File: config.mk
export PLATFORM = sky130hd
export DESIGN_NAME = rfid_tag_query_engine
export DESIGN_NICKNAME = d
export VERILOG_FILES = /design/src/design/rtqe_pkg.sv /design/src/design/rtqe_ram.sv /design/src/design/rfid_tag_query_engine.sv
export SDC_FILE = /design/constraint.sdc
export NUM_CORES = 1
export LEC_CHECK = 0
export ABC_AREA = 1
export BUFFER_PORTS_ARGS = -buffer_cell sky130_fd_sc_hd__buf_2
export CORE_ASPECT_RATIO = 0.5
export CORE_MARGIN = 4
export CORE_UTILIZATION = 55
export CTS_BUF_LIST = sky130_fd_sc_hd__clkbuf_4
export DETAILED_ROUTE_END_ITERATION = 10
export PLACE_DENSITY = 0.73
export SLEW_MARGIN = 20
export SYNTH_ARGS = -nofsm -noshare
export SYNTH_HDL_FRONTEND = slang
export SYNTH_SLANG_ARGS = --single-unit
export TNS_END_PERCENT = 30
File: constraint.sdc
create_clock -name i_clk -period 4.9 [get_ports i_clk]
set_input_delay 0.49 -clock i_clk [delete_from_list [all_inputs] [get_ports i_clk]]
set_output_delay 0.49 -clock i_clk [all_outputs]
set_load 0.02 [all_outputs]
File: src/design/rtqe_pkg.sv
// ----------------------------------------------------------------------------
// rtqe_pkg: shared types and constants for the tag query engine
// Byte codes of the reader link, register indexes and reset values.
// ----------------------------------------------------------------------------
`default_nettype none

package rtqe_pkg;

    // configuration port
    localparam int CFG_WIDTH = 16;
    typedef logic [1:0] t_cfg_idx;
    localparam t_cfg_idx CFG_ENABLE  = 2'd0;
    localparam t_cfg_idx CFG_TIMEOUT = 2'd1;
    localparam t_cfg_idx CFG_COMMAND = 2'd2;

    // register reset values
    localparam logic [15:0] TIMEOUT_DEFAULT = 16'd500;
    localparam logic [7:0]  COMMAND_DEFAULT = 8'h31;

    // command frame toward the reader
    localparam logic [7:0] CMD_PREAMBLE = 8'hBA;
    localparam logic [7:0] CMD_SIZE     = 8'h02;

    // reply frame from the reader
    localparam logic [7:0] RSP_PREAMBLE = 8'hBD;
    localparam logic [7:0] STATUS_OK    = 8'h00;
    localparam logic [7:0] CHK_SEED     = 8'h00;

    // uid prefix of a valid card
    localparam logic [7:0] UID_PREFIX_HI = 8'hE0;
    localparam logic [7:0] UID_PREFIX_LO = 8'h04;

    // fixed positions in the reply buffer
    localparam int IDX_STATUS    = 3;
    localparam int IDX_UID_FIRST = 4;
    localparam int IDX_UID_LAST  = 11;

    // walk phases over the reply buffer
    typedef logic [1:0] t_phase;
    localparam t_phase PH_CHK  = 2'd0;
    localparam t_phase PH_STAT = 2'd1;
    localparam t_phase PH_UID  = 2'd2;

endpackage

`default_nettype wire

File: src/design/rtqe_ram.sv
// ----------------------------------------------------------------------------
// rtqe_ram: generic single-port-write, single-port-read ram
// One write and one registered read per cycle.
// ----------------------------------------------------------------------------
`default_nettype none

module rtqe_ram #(
    parameter int WIDTH = 8,
    parameter int DEPTH = 32
) (
    input  wire logic                     i_clk,
    input  wire logic                     i_we,
    input  wire logic [$clog2(DEPTH)-1:0] i_waddr,
    input  wire logic [WIDTH-1:0]         i_wdata,
    input  wire logic [$clog2(DEPTH)-1:0] i_raddr,
    output logic      [WIDTH-1:0]         o_rdata
);

    logic [WIDTH-1:0] r_mem [DEPTH];

    // write port
    always_ff @(posedge i_clk) begin
        if (i_we) begin
            r_mem[i_waddr] <= i_wdata;
        end
    end

    // registered read port
    always_ff @(posedge i_clk) begin
        o_rdata <= r_mem[i_raddr];
    end

endmodule

`default_nettype wire

File: src/design/rfid_tag_query_engine.sv
// ----------------------------------------------------------------------------
// rfid_tag_query_engine: card reader poll engine
// Sends the get-tag-info command, gathers and checks the reply, holds the uid.
// ----------------------------------------------------------------------------
// Usage
//   Slave stream: one request per poll (read request, card sensor, optional
//   reader byte, millisecond tick). Master stream: one status result per
//   poll, or four command bytes when the command goes out, tlast on the final.
//   Configuration writes go through the write port; the user is to make them
//   only while the block is idle, and the block itself does not enforce it.
//   A poll without a reader byte passes through the hold state to the output
//   register. A poll with a byte is written into the reply ram, then the ram
//   is walked one entry a cycle through its single read port: up to len + 2
//   entries for the checksum, then status and 8 uid bytes.
//   One poll is worked on at a time; the next request is taken while the
//   previous results are still being delivered.
// Reset
//   Synchronous, active low. Config and control registers take defaults; the
//   reply buffer reads as zeros through per-entry valid bits, no clearing pass.
// Stall
//   When the receiver holds tready low, results wait in the output register
//   and a finished poll waits behind them; tready on the input drops then.
// ----------------------------------------------------------------------------
`default_nettype none

module rfid_tag_query_engine #(
    parameter int BUFFER_DEPTH = 32
) (
    input  wire logic                          i_clk,
    input  wire logic                          i_rst_n,
    // configuration write port
    input  wire logic                          i_cfg_wen,
    input  wire rtqe_pkg::t_cfg_idx            i_cfg_idx,
    input  wire logic [rtqe_pkg::CFG_WIDTH-1:0] i_cfg_wdata,
    // poll requests
    input  wire logic                          i_s_axis_tvalid,
    output logic                               o_s_axis_tready,
    // [0] read_request, [1] card_sensor_low, [2] rx_valid, [10:3] rx_data,
    // [11] ms_tick, [15:12] zero
    input  wire logic [15:0]                   i_s_axis_tdata,
    // results
    output logic                               o_m_axis_tvalid,
    input  wire logic                          i_m_axis_tready,
    // [0] tx_valid, [8:1] tx_byte, [9] card_valid, [73:10] uid_value,
    // [74] read_pending, [79:75] zero
    output logic [79:0]                        o_m_axis_tdata,
    output logic                               o_m_axis_tlast
);

    import rtqe_pkg::*;

    localparam int AW = $clog2(BUFFER_DEPTH);
    localparam int CW = $clog2(BUFFER_DEPTH + 1);

    localparam logic [1:0] S_IDLE  = 2'd0;
    localparam logic [1:0] S_START = 2'd1;
    localparam logic [1:0] S_WALK  = 2'd2;
    localparam logic [1:0] S_HOLD  = 2'd3;

    // configuration
    logic        r_en;
    logic [15:0] r_tmo;
    logic [7:0]  r_cmd;

    // engine state
    logic [1:0]        r_state, n_state;
    logic              r_pend, n_pend;
    logic              r_sent, n_sent;
    logic [CW-1:0]     r_cnt, n_cnt;
    logic [63:0]       r_uid_store, n_uid_store;
    logic              r_card, n_card;
    logic [15:0]       r_wait, n_wait;
    logic              r_send, n_send;
    logic [BUFFER_DEPTH-1:0] r_vld, n_vld;

    // walk registers
    t_phase      r_ph, n_ph;
    logic [AW-1:0] r_idx, n_idx;
    logic [7:0]  r_len, n_len;
    logic [7:0]  r_chk, n_chk;
    logic [63:0] r_uid, n_uid;
    logic        r_rd_vld;

    // output stage
    logic        r_ovld, n_ovld;
    logic        r_osend, n_osend;
    logic [1:0]  r_ok, n_ok;
    logic [7:0]  r_ocmd, n_ocmd;
    logic        r_ocard, n_ocard;
    logic [63:0] r_ouid, n_ouid;
    logic        r_opend, n_opend;

    // ram port
    logic          ram_we;
    logic [AW-1:0] ram_waddr;
    logic [AW-1:0] ram_raddr;
    logic [7:0]    ram_q;

    // request fields
    logic       f_req, f_sens, f_rxv, f_tick;
    logic [7:0] f_rx;
    logic       in_acc, out_acc;

    // helpers
    logic [15:0]   s_wait;
    logic          s_pend;
    logic [AW-1:0] s_pos;
    logic [7:0]    s_d;
    logic [7:0]    s_len_eff;
    logic [63:0]   s_uid_next;
    logic [7:0]    s_txb;

    assign f_req  = i_s_axis_tdata[0];
    assign f_sens = i_s_axis_tdata[1];
    assign f_rxv  = i_s_axis_tdata[2];
    assign f_rx   = i_s_axis_tdata[10:3];
    assign f_tick = i_s_axis_tdata[11];

    assign o_s_axis_tready = (r_state == S_IDLE);
    assign in_acc  = i_s_axis_tvalid && o_s_axis_tready;
    assign out_acc = r_ovld && i_m_axis_tready;

    // reply buffer
    rtqe_ram #(
        .WIDTH (8),
        .DEPTH (BUFFER_DEPTH)
    ) u_buf (
        .i_clk   (i_clk),
        .i_we    (ram_we),
        .i_waddr (ram_waddr),
        .i_wdata (f_rx),
        .i_raddr (ram_raddr),
        .o_rdata (ram_q)
    );

    // poll-time values
    assign s_wait = (f_tick && (r_wait != 16'hFFFF)) ? r_wait + 16'd1 : r_wait;
    assign s_pend = r_pend | f_req;
    assign s_pos  = (r_cnt >= CW'(BUFFER_DEPTH)) ? '0 : r_cnt[AW-1:0];
    assign ram_waddr = s_pos;

    // walk-time values, never-written entries read as zero
    assign s_d        = r_rd_vld ? ram_q : 8'h00;
    assign s_len_eff  = (r_idx == AW'(1)) ? s_d : r_len;
    assign s_uid_next = {s_d, r_uid[63:8]};

    // next-state logic
    always_comb begin
        n_state     = r_state;
        n_pend      = r_pend;
        n_sent      = r_sent;
        n_cnt       = r_cnt;
        n_uid_store = r_uid_store;
        n_card      = r_card;
        n_wait      = r_wait;
        n_send      = r_send;
        n_vld       = r_vld;
        n_ph        = r_ph;
        n_idx       = r_idx;
        n_len       = r_len;
        n_chk       = r_chk;
        n_uid       = r_uid;
        n_ovld      = r_ovld;
        n_osend     = r_osend;
        n_ok        = r_ok;
        n_ocmd      = r_ocmd;
        n_ocard     = r_ocard;
        n_ouid      = r_ouid;
        n_opend     = r_opend;
        ram_we      = 1'b0;
        ram_raddr   = r_idx;

        case (r_state)
            // take a poll and handle everything short of the reply walk
            S_IDLE: begin
                if (in_acc) begin
                    n_wait  = s_wait;
                    n_pend  = s_pend;
                    n_send  = 1'b0;
                    n_state = S_HOLD;
                    if (r_en && s_pend) begin
                        if (f_sens) begin
                            if (!r_sent) begin
                                n_send = 1'b1;
                                n_cnt  = '0;
                                n_sent = 1'b1;
                                n_wait = 16'd0;
                            end else if (f_rxv) begin
                                ram_we       = 1'b1;
                                n_vld[s_pos] = 1'b1;
                                n_cnt        = CW'(s_pos) + CW'(1);
                                n_state      = S_START;
                            end else if (s_wait > r_tmo) begin
                                n_sent = 1'b0;
                            end
                        end else begin
                            n_card = 1'b0;
                            n_sent = 1'b0;
                            n_pend = 1'b0;
                        end
                    end
                end
            end
            // first read of the walk, after the byte write has landed
            S_START: begin
                n_idx     = '0;
                n_ph      = PH_CHK;
                n_chk     = CHK_SEED;
                ram_raddr = '0;
                n_state   = S_WALK;
            end
            // one buffer entry per cycle
            S_WALK: begin
                case (r_ph)
                    PH_CHK: begin
                        if (r_idx == '0) begin
                            if (s_d != RSP_PREAMBLE) begin
                                n_cnt   = '0;
                                n_state = S_HOLD;
                            end else if (r_cnt <= CW'(2)) begin
                                n_state = S_HOLD;
                            end else begin
                                n_chk = r_chk ^ s_d;
                                n_idx = r_idx + AW'(1);
                            end
                        end else if ((r_idx == AW'(1)) &&
                                     (({2'b00, s_d} + 10'd2) > 10'(BUFFER_DEPTH))) begin
                            n_cnt   = '0;
                            n_state = S_HOLD;
                        end else if ((r_idx == AW'(1)) &&
                                     (10'(r_cnt) < ({2'b00, s_d} + 10'd2))) begin
                            n_state = S_HOLD;
                        end else if (9'(r_idx) == ({1'b0, s_len_eff} + 9'd1)) begin
                            // checksum byte
                            if (r_chk != s_d) begin
                                n_sent  = 1'b0;
                                n_state = S_HOLD;
                            end else begin
                                n_ph  = PH_STAT;
                                n_idx = AW'(IDX_STATUS);
                            end
                        end else begin
                            n_len = s_len_eff;
                            n_chk = r_chk ^ s_d;
                            n_idx = r_idx + AW'(1);
                        end
                    end
                    PH_STAT: begin
                        if (s_d != STATUS_OK) begin
                            n_sent  = 1'b0;
                            n_state = S_HOLD;
                        end else begin
                            n_ph  = PH_UID;
                            n_idx = AW'(IDX_UID_FIRST);
                        end
                    end
                    PH_UID: begin
                        n_uid = s_uid_next;
                        if (r_idx == AW'(IDX_UID_LAST)) begin
                            n_uid_store = s_uid_next;
                            n_card      = (s_uid_next[63:56] == UID_PREFIX_HI) &&
                                          (s_uid_next[55:48] == UID_PREFIX_LO);
                            n_pend      = 1'b0;
                            n_state     = S_HOLD;
                        end else begin
                            n_idx = r_idx + AW'(1);
                        end
                    end
                    default: begin
                        n_state = S_HOLD;
                    end
                endcase
                ram_raddr = n_idx;
            end
            // hand the finished poll to the output stage
            S_HOLD: begin
                if (!r_ovld) begin
                    n_ovld  = 1'b1;
                    n_osend = r_send;
                    n_ok    = 2'd0;
                    n_ocmd  = r_cmd;
                    n_ocard = r_card;
                    n_ouid  = r_uid_store;
                    n_opend = r_pend;
                    n_state = S_IDLE;
                end
            end
            default: begin
                n_state = S_IDLE;
            end
        endcase

        // output stage drains one result per output handshake
        if (out_acc) begin
            if (r_osend && (r_ok != 2'd3)) begin
                n_ok = r_ok + 2'd1;
            end else begin
                n_ovld = 1'b0;
            end
        end
    end

    // command byte in send order
    always_comb begin
        case (r_ok)
            2'd0:    s_txb = CMD_PREAMBLE;
            2'd1:    s_txb = CMD_SIZE;
            2'd2:    s_txb = r_ocmd;
            default: s_txb = CMD_PREAMBLE ^ CMD_SIZE ^ r_ocmd;
        endcase
    end

    assign o_m_axis_tvalid = r_ovld;
    assign o_m_axis_tlast  = !r_osend || (r_ok == 2'd3);
    assign o_m_axis_tdata  = {5'b00000, r_opend, r_ouid, r_ocard,
                              (r_osend ? s_txb : 8'h00), r_osend};

    // configuration registers
    always_ff @(posedge i_clk) begin
        if (!i_rst_n) begin
            r_en  <= 1'b0;
            r_tmo <= TIMEOUT_DEFAULT;
            r_cmd <= COMMAND_DEFAULT;
        end else if (i_cfg_wen) begin
            case (i_cfg_idx)
                CFG_ENABLE:  r_en  <= i_cfg_wdata[0];
                CFG_TIMEOUT: r_tmo <= i_cfg_wdata[15:0];
                CFG_COMMAND: r_cmd <= i_cfg_wdata[7:0];
                default:     r_en  <= r_en;
            endcase
        end
    end

    // control state
    always_ff @(posedge i_clk) begin
        if (!i_rst_n) begin
            r_state     <= S_IDLE;
            r_pend      <= 1'b0;
            r_sent      <= 1'b0;
            r_cnt       <= '0;
            r_uid_store <= 64'd0;
            r_card      <= 1'b0;
            r_wait      <= 16'd0;
            r_send      <= 1'b0;
            r_vld       <= '0;
            r_ovld      <= 1'b0;
        end else begin
            r_state     <= n_state;
            r_pend      <= n_pend;
            r_sent      <= n_sent;
            r_cnt       <= n_cnt;
            r_uid_store <= n_uid_store;
            r_card      <= n_card;
            r_wait      <= n_wait;
            r_send      <= n_send;
            r_vld       <= n_vld;
            r_ovld      <= n_ovld;
        end
    end

    // walk and output payload
    always_ff @(posedge i_clk) begin
        r_ph     <= n_ph;
        r_idx    <= n_idx;
        r_len    <= n_len;
        r_chk    <= n_chk;
        r_uid    <= n_uid;
        r_rd_vld <= r_vld[ram_raddr];
        r_osend  <= n_osend;
        r_ok     <= n_ok;
        r_ocmd   <= n_ocmd;
        r_ocard  <= n_ocard;
        r_ouid   <= n_ouid;
        r_opend  <= n_opend;
    end

endmodule

`default_nettype wire

# == Word-level counts from Yosys, hierarchy flattened ==
# Memories as Yosys holds them, arrays and structs flattened. A register that Yosys moved wholly into a read port is not among the register bits.
# Index checks and enable logic that the tools add are counted.
# word_totals
regBits,315
mem_bits_rw,256
input_bits,39
mem_count,1
# classes
addsub,6
order_cmp,8
eq_ne,48
n_mux,111
bitwise_logic,9
n_reduce_logical,35
# mem_list
name,words,width,read_ports,rd_ports_with_merged_regs,write_ports,line_no,text
u_buf.r_mem,32,8,1,1,1,rtqe_ram.sv:19,logic [WIDTH-1:0] r_mem [DEPTH];
# op_table
operator,count
$mux 8,10
$mux 16,4
$mux 6,9
$ne 3x3->1 const B,17
$mux 2,25
$mux 5,10
$mux 1,38
$or 32x32->32,1
$pmux 8 s3,1
$reduce_and 6->1,3
$add 16x1->16 const B,1
$gt 16x16->1,1
$ne 16x16->1 const B,1
$pmux 8 s2,1
$reduce_and 8->1,2
$pmux 5 s3,1
$reduce_and 7->1,2
$eq 2x2->1 const B,6
$lt 5x6->1 const B,2
$ne 6x6->1 const B,2
$pmux 6 s2,1
$reduce_and 2->1,6
$gt 10x6->1 const B,1
$ne 2x2->1 const B,5
41 further kinds,67

# == Longest topological paths before layout ==
# logic_depth
ltp_word,12
depth_mapped,35
ltp_nobuf,32

# == By module ==
# Synthesis repeated with hierarchy kept, for this count alone.
# unflattened
cells_unflattened,2322
hier_area_um2,23882.9
# modules_own_cells
module,n_inst,cells_each,area_each_um2,seq_area_each_um2
rfid_tag_query_engine,1,1400,13096.3,7637.3
rtqe_ram,1,922,10786.6,7847.5

# == Worst setup path before layout ==
# OpenSTA, ideal clock, no wires.
# synth_timing
path_kind,reg-to-reg
start,reg r_state[0]
end,reg r_ocard (enable)
setup_ps,514
arrival_time_ps,3777
required_time_ps,4386
slack_ps,609
path_stages_with_launch,4
cell_sequence,dfxtp_1 ha_1 inv_1 nor2_1
# synth_between
elab_chain_cells,2
# synth_lines
item,line_no,text
"start, declared",rfid_tag_query_engine.sv:66,"logic [1:0] r_state, n_state;"
"start signal, assigned",rfid_tag_query_engine.sv:348,r_state <= n_state;
$eq 2x2->1,rfid_tag_query_engine.sv:173,case (r_state)
$reduce_and 2->1 (no source line),-,
"end signal, assigned",rfid_tag_query_engine.sv:372,r_ocard <= n_ocard;
"end, declared",rfid_tag_query_engine.sv:89,"logic r_ocard, n_ocard;"
# Every way passes these cells.
# A chain may end at the register's enable or synchronous reset.

# == Final worst setup path ==
# layout_timing
start,reg r_rd_vld
end,"reg u_buf.o_rdata[4], read port of u_buf.r_mem"
# layout_between
elab_chain_cells,10
# layout_lines
item,line_no,text
"start, declared",rfid_tag_query_engine.sv:82,logic r_rd_vld;
"start signal, assigned",rfid_tag_query_engine.sv:368,r_rd_vld <= r_vld[ram_raddr];
$mux 8 *,rfid_tag_query_engine.sv:143,assign s_d = r_rd_vld ? ram_q : 8'h00;
via s_d[1],rfid_tag_query_engine.sv:108,logic [7:0] s_d;
branches (longest 7 deep; another with $add 8x2->9),-,
$pmux 5 s3 *,rfid_tag_query_engine.sv:214,case (r_ph)
$pmux 5 s2 *,-,
"end, declared",rtqe_ram.sv:16,output logic [WIDTH-1:0] o_rdata
# Mark *: on every way through the listed nets, which the timed path passes.

==> results by stage <==
Outcome:
- The run finished with clean final reports.

STA:
- The relative slew slack is 0.2835.
- Of the available clock period, the critical path in the final layout requires 0.9132.
- The highest attainable clock frequency is ~0.22 GHz.
- The maximum clock skew at final layout is between 0.04 and 0.05 ns.
- The total count of hold-check failures in the final report is 0.
- The final critical delay including setup and external delays is between 4 and 5 ns.
- The number of pins with negative max-slew slack in the final report is 0.
- Setup violations remaining at the end of the flow were counted as 0.
- At the pin with the least slew margin, the transition time is 1.071 ns.
- Setup repair after global routing left no endpoint under its margin.
- The setup TNS after final layout is 0 ns.

Power:
- The standby leakage power is about 11 nW.
- The total power draw is ~14 mW.
- Across the VDD grid, the largest voltage drop is between 0.0003 and 0.0004 V.
- Dividing total power by cell area gives a power density of between 500 and 600 nW/um^2.

Yosys:
- Counting flops and latches in the post-synthesis netlist gives ~570.
- The cell with the most instances after synthesis is sky130_fd_sc_hd__nand2_1.
- The synthesized area per cell is 9.898 sq um.
- The synthesized design spends more area on one cell type than any other, namely sky130_fd_sc_hd__edfxtp_1.
- In the synthesized netlist the async set-or-reset flop fraction comes to 0.
- Counting every instance in the synthesized netlist gives 2446.
- The number of synthesized flops with an enable pin is 405.
- Yosys printed 0 warnings.
- In the post-synthesis netlist, the biggest area contributors are sky130_fd_sc_hd__edfxtp_1 (50%), sky130_fd_sc_hd__dfxtp_1 (14%), sky130_fd_sc_hd__nand2_1 (9.6%).
- The area share of the leading cell type in the synthesized netlist is 0.5023.
- The share of the Yosys chip area taken by registers is 0.6396.
- The most used flip-flop cell after synthesis is sky130_fd_sc_hd__edfxtp_1.
- By count the netlist is led by sky130_fd_sc_hd__nand2_1 (622), sky130_fd_sc_hd__edfxtp_1 (405), sky130_fd_sc_hd__nand3_1 (310), sky130_fd_sc_hd__nor2_1 (297), sky130_fd_sc_hd__dfxtp_1 (166).
- The count of unique library cells instantiated by Yosys is 53.
- The mapped netlist covers approximately 24000 sq um.

Drt:
- The total wirelength of the detailed-routed design is 56.64 mm.
- The number of remaining DRC errors is 0.
- Dividing the detail-routed wire length by the instance count gives 17.04 um.
- The routed via count is 17830.
- The detailed router finished its first iteration with 1714 violations.
- The iteration count of the initial detailed-routing pass is 6.
- The residual antenna-violating net count after detailed routing is 0.
- Dividing the detail-routed via count by the number of cells gives between 5 and 6.

Min path:
- The worst hold path begins at i_s_axis_tdata[0].
- The path category of the worst min-delay check is input pin to flip-flop.
- The depth of the worst hold-timing path is 5.

Global routing:
- The wire length of the first global-routing pass is between 80 and 90 mm.
- In the global route stage, overall resource usage came out at 0.2351.
- The number of global-route vias before repair is 16860.
- Summed over all layers, the global routing overflow is 0.
- The initial antenna violation count is 1.
- The maximum number of pins on one net before global-route repair is 95.

Setup path:
- The most numerous cell type found on the critical path is sky130_fd_sc_hd__nand2_1.
- The delay of the slowest cell on the worst path is about 0.52 ns.
- For the worst setup path, the data arrival time is between 5 and 6 ns.
- The startpoint of the most critical setup path is r_rd_vld.
- STA classifies the critical path startpoint as a flip-flop.
- The maximum fanout along the worst path is 72.
- The number of buffer and inverter instances along the worst setup path is 5.
- The kind of cell with the highest combined delay along the critical path is simple AND/OR/NAND/NOR gates.
- The worst setup path is of the flip-flop to flip-flop kind.
- STA classifies the critical path endpoint as a flip-flop.
- STA puts the critical path data required time at 5.65 ns.
- The number of stages on the worst setup path is 29.
- The beginning of the worst register-to-register path is r_rd_vld.
- The worst-case reg-to-reg path depth is 29.
- On the critical path, the stage with the largest delay is an instance of sky130_fd_sc_hd__dfxtp_1.

Final layout:
- The area growth from synthesis to layout is 12.66%.
- The number of nets in the layout is 2707.
- The share of post-route cells with drive strength above 1 is 0.1462.
- The utilization after layout is 0.6268.
- The final non-filler cell area is around 27000 sq um.

Place:
- The congestion estimate from routability-driven global placement came to approximately 0.9.
- Once placement finished, the instance area stood at 25260 sq um.
- The half-perimeter wire length of the detailed placement result is between 30 and 40 mm.
- In this run the tool buffered the top-level ports with 112 buffer cells.

Clock tree:
- CTS placed an instance of sky130_fd_sc_hd__clkbuf_4 at the clock tree root.
- The clock sink count is roughly 570.
- The maximum count of clock buffers along a single path is 3.
- TritonCTS built the clock tree.
- TritonCTS created between 100 and 150 clock buffers.
- The number of H-tree levels is 4.
- The clock-pin slew on the worst setup and hold paths is ~0.07 ns.
- The number of gates resized after CTS was 0.
- At the later pin of the worst-skew pair, clock insertion delay measures between 0.8 and 0.9 ns.

Floorplanning:
- From bottom edge to top edge, the die measures ~160 um.
- The count of boundary I/O pins is between 100 and 150.
- The initialized floorplan defines between 50 and 60 standard-cell rows.
- The die outline area is around 48000 sq um.
- From left edge to right edge, the die measures between 300 and 400 um.
- For this configuration, the core starts out at a cell density of 0.5564.
- The area of the core is approximately 44000 sq um.

Flow run:
- The number of max-cap violations is 0.
==> kinds of logic after synthesis <==
logic type,count (synthesis),share of synthesized area
AO/OA/AOI/OAI,224,0.05261
XOR/XNOR,28,0.01013
adder cells (fa/ha/maj),39,0.02016
buffers and inverters,292,0.05251
flip-flops,571,0.6396
multiplexers,1,0.0004651
other,1,0.0001549
AND/OR/NAND/NOR,1290,0.2244
==> metal layers <==
layer,share of wire,track usage,up-vias
li1,-,-,8696
met1,0.43,0.3156,8365
met2,0.48,0.3886,677
met3,0.076,0.04693,92
met4,0.020,0.08150,0
met5,0,0,-
==> through the flow <==
stage | std cells | hold slack (ns) | worst slack (ns)
finish | 3325 | 0.1210 | 0.4251
global route | 3325 | 0.1017 | 0.04910
CTS | 3324 | 0.04909 | 0.5130
detailed placement | 3062 | 0.4109 | 0.5587
global placement | 3062 | 0.4091 | 0.6157
floorplan | 2450 | 0.4030 | 0.6088
==> tightest hold or removal path: cells and delay by family <==
family	cells	cell delay, ns
compound gates	2	0.11
simple gates	2	0.19
buf+inv	1	0.10
==> final timing paths <==
kind | endpoint | slack, ns
setup reg to reg | u_buf.o_rdata[4] | 0.43
hold / removal | r_pend | 0.12
hold reg to reg | r_ouid[46] | 0.41
setup / recovery | u_buf.o_rdata[4] | 0.43
==> flip-flops by register name, indices dropped and copies added, names as in the netlist, 2 cells and up <==
signal,cells
r_uid_store,64
r_chk,8
r_ouid,64
u_buf.o_rdata,8
r_idx,5
r_tmo,16
r_ok,2
u_buf.r_mem,256
r_cmd,8
r_cnt,6
r_ocmd,8
r_uid,56
r_state,2
r_vld,32
r_wait,16
r_ph,2
r_len,8
==> cells in the final DEF, fill, tap and decap left out, drive strengths merged, types with 11 or more instances in the layout <==
cell,Yosys,layout
nand3,312,312
nor3,15,15
buf,67,141
nor2,301,301
ha,39,39
nand2,629,629
o21ai,104,104
clkbuf,50,209
clkinv,5,25
xor2,14,14
xnor2,14,14
dlygate4sd3,0,22
nand4,11,11
inv,170,173
a21oi,83,83
dfxtp,166,166
nand3b,12,12
edfxtp,405,405
==> cell type report <==
class / instances / area, sq um
multi-input cells: 1587 / 7500
repair buffers: 163 / 1099
inverters: 175 / 656.9
fillers: 3514 / 16240
well taps: 588 / 735.7
diodes: 1 / 2.502
clock inverters: 31 / 227.7
clock buffers: 209 / 1569
flip-flops and latches: 571 / 15480
==> what timing repair did <==
item / CTS / global route
setup buffers: 0 / 0
endpoints found under the hold margin: 28 / 0
hold buffers: 22 / 0
==> where the power goes <==
group / total, mW / internal, mW / switching [mW]
combinational: 4.14 / 1.23 / 2.91
sequential: 5.78 / 5.56 / 0.215
clock: 3.96 / 2.10 / 1.85
No activity file was read; power rests on OpenSTA's default activity.
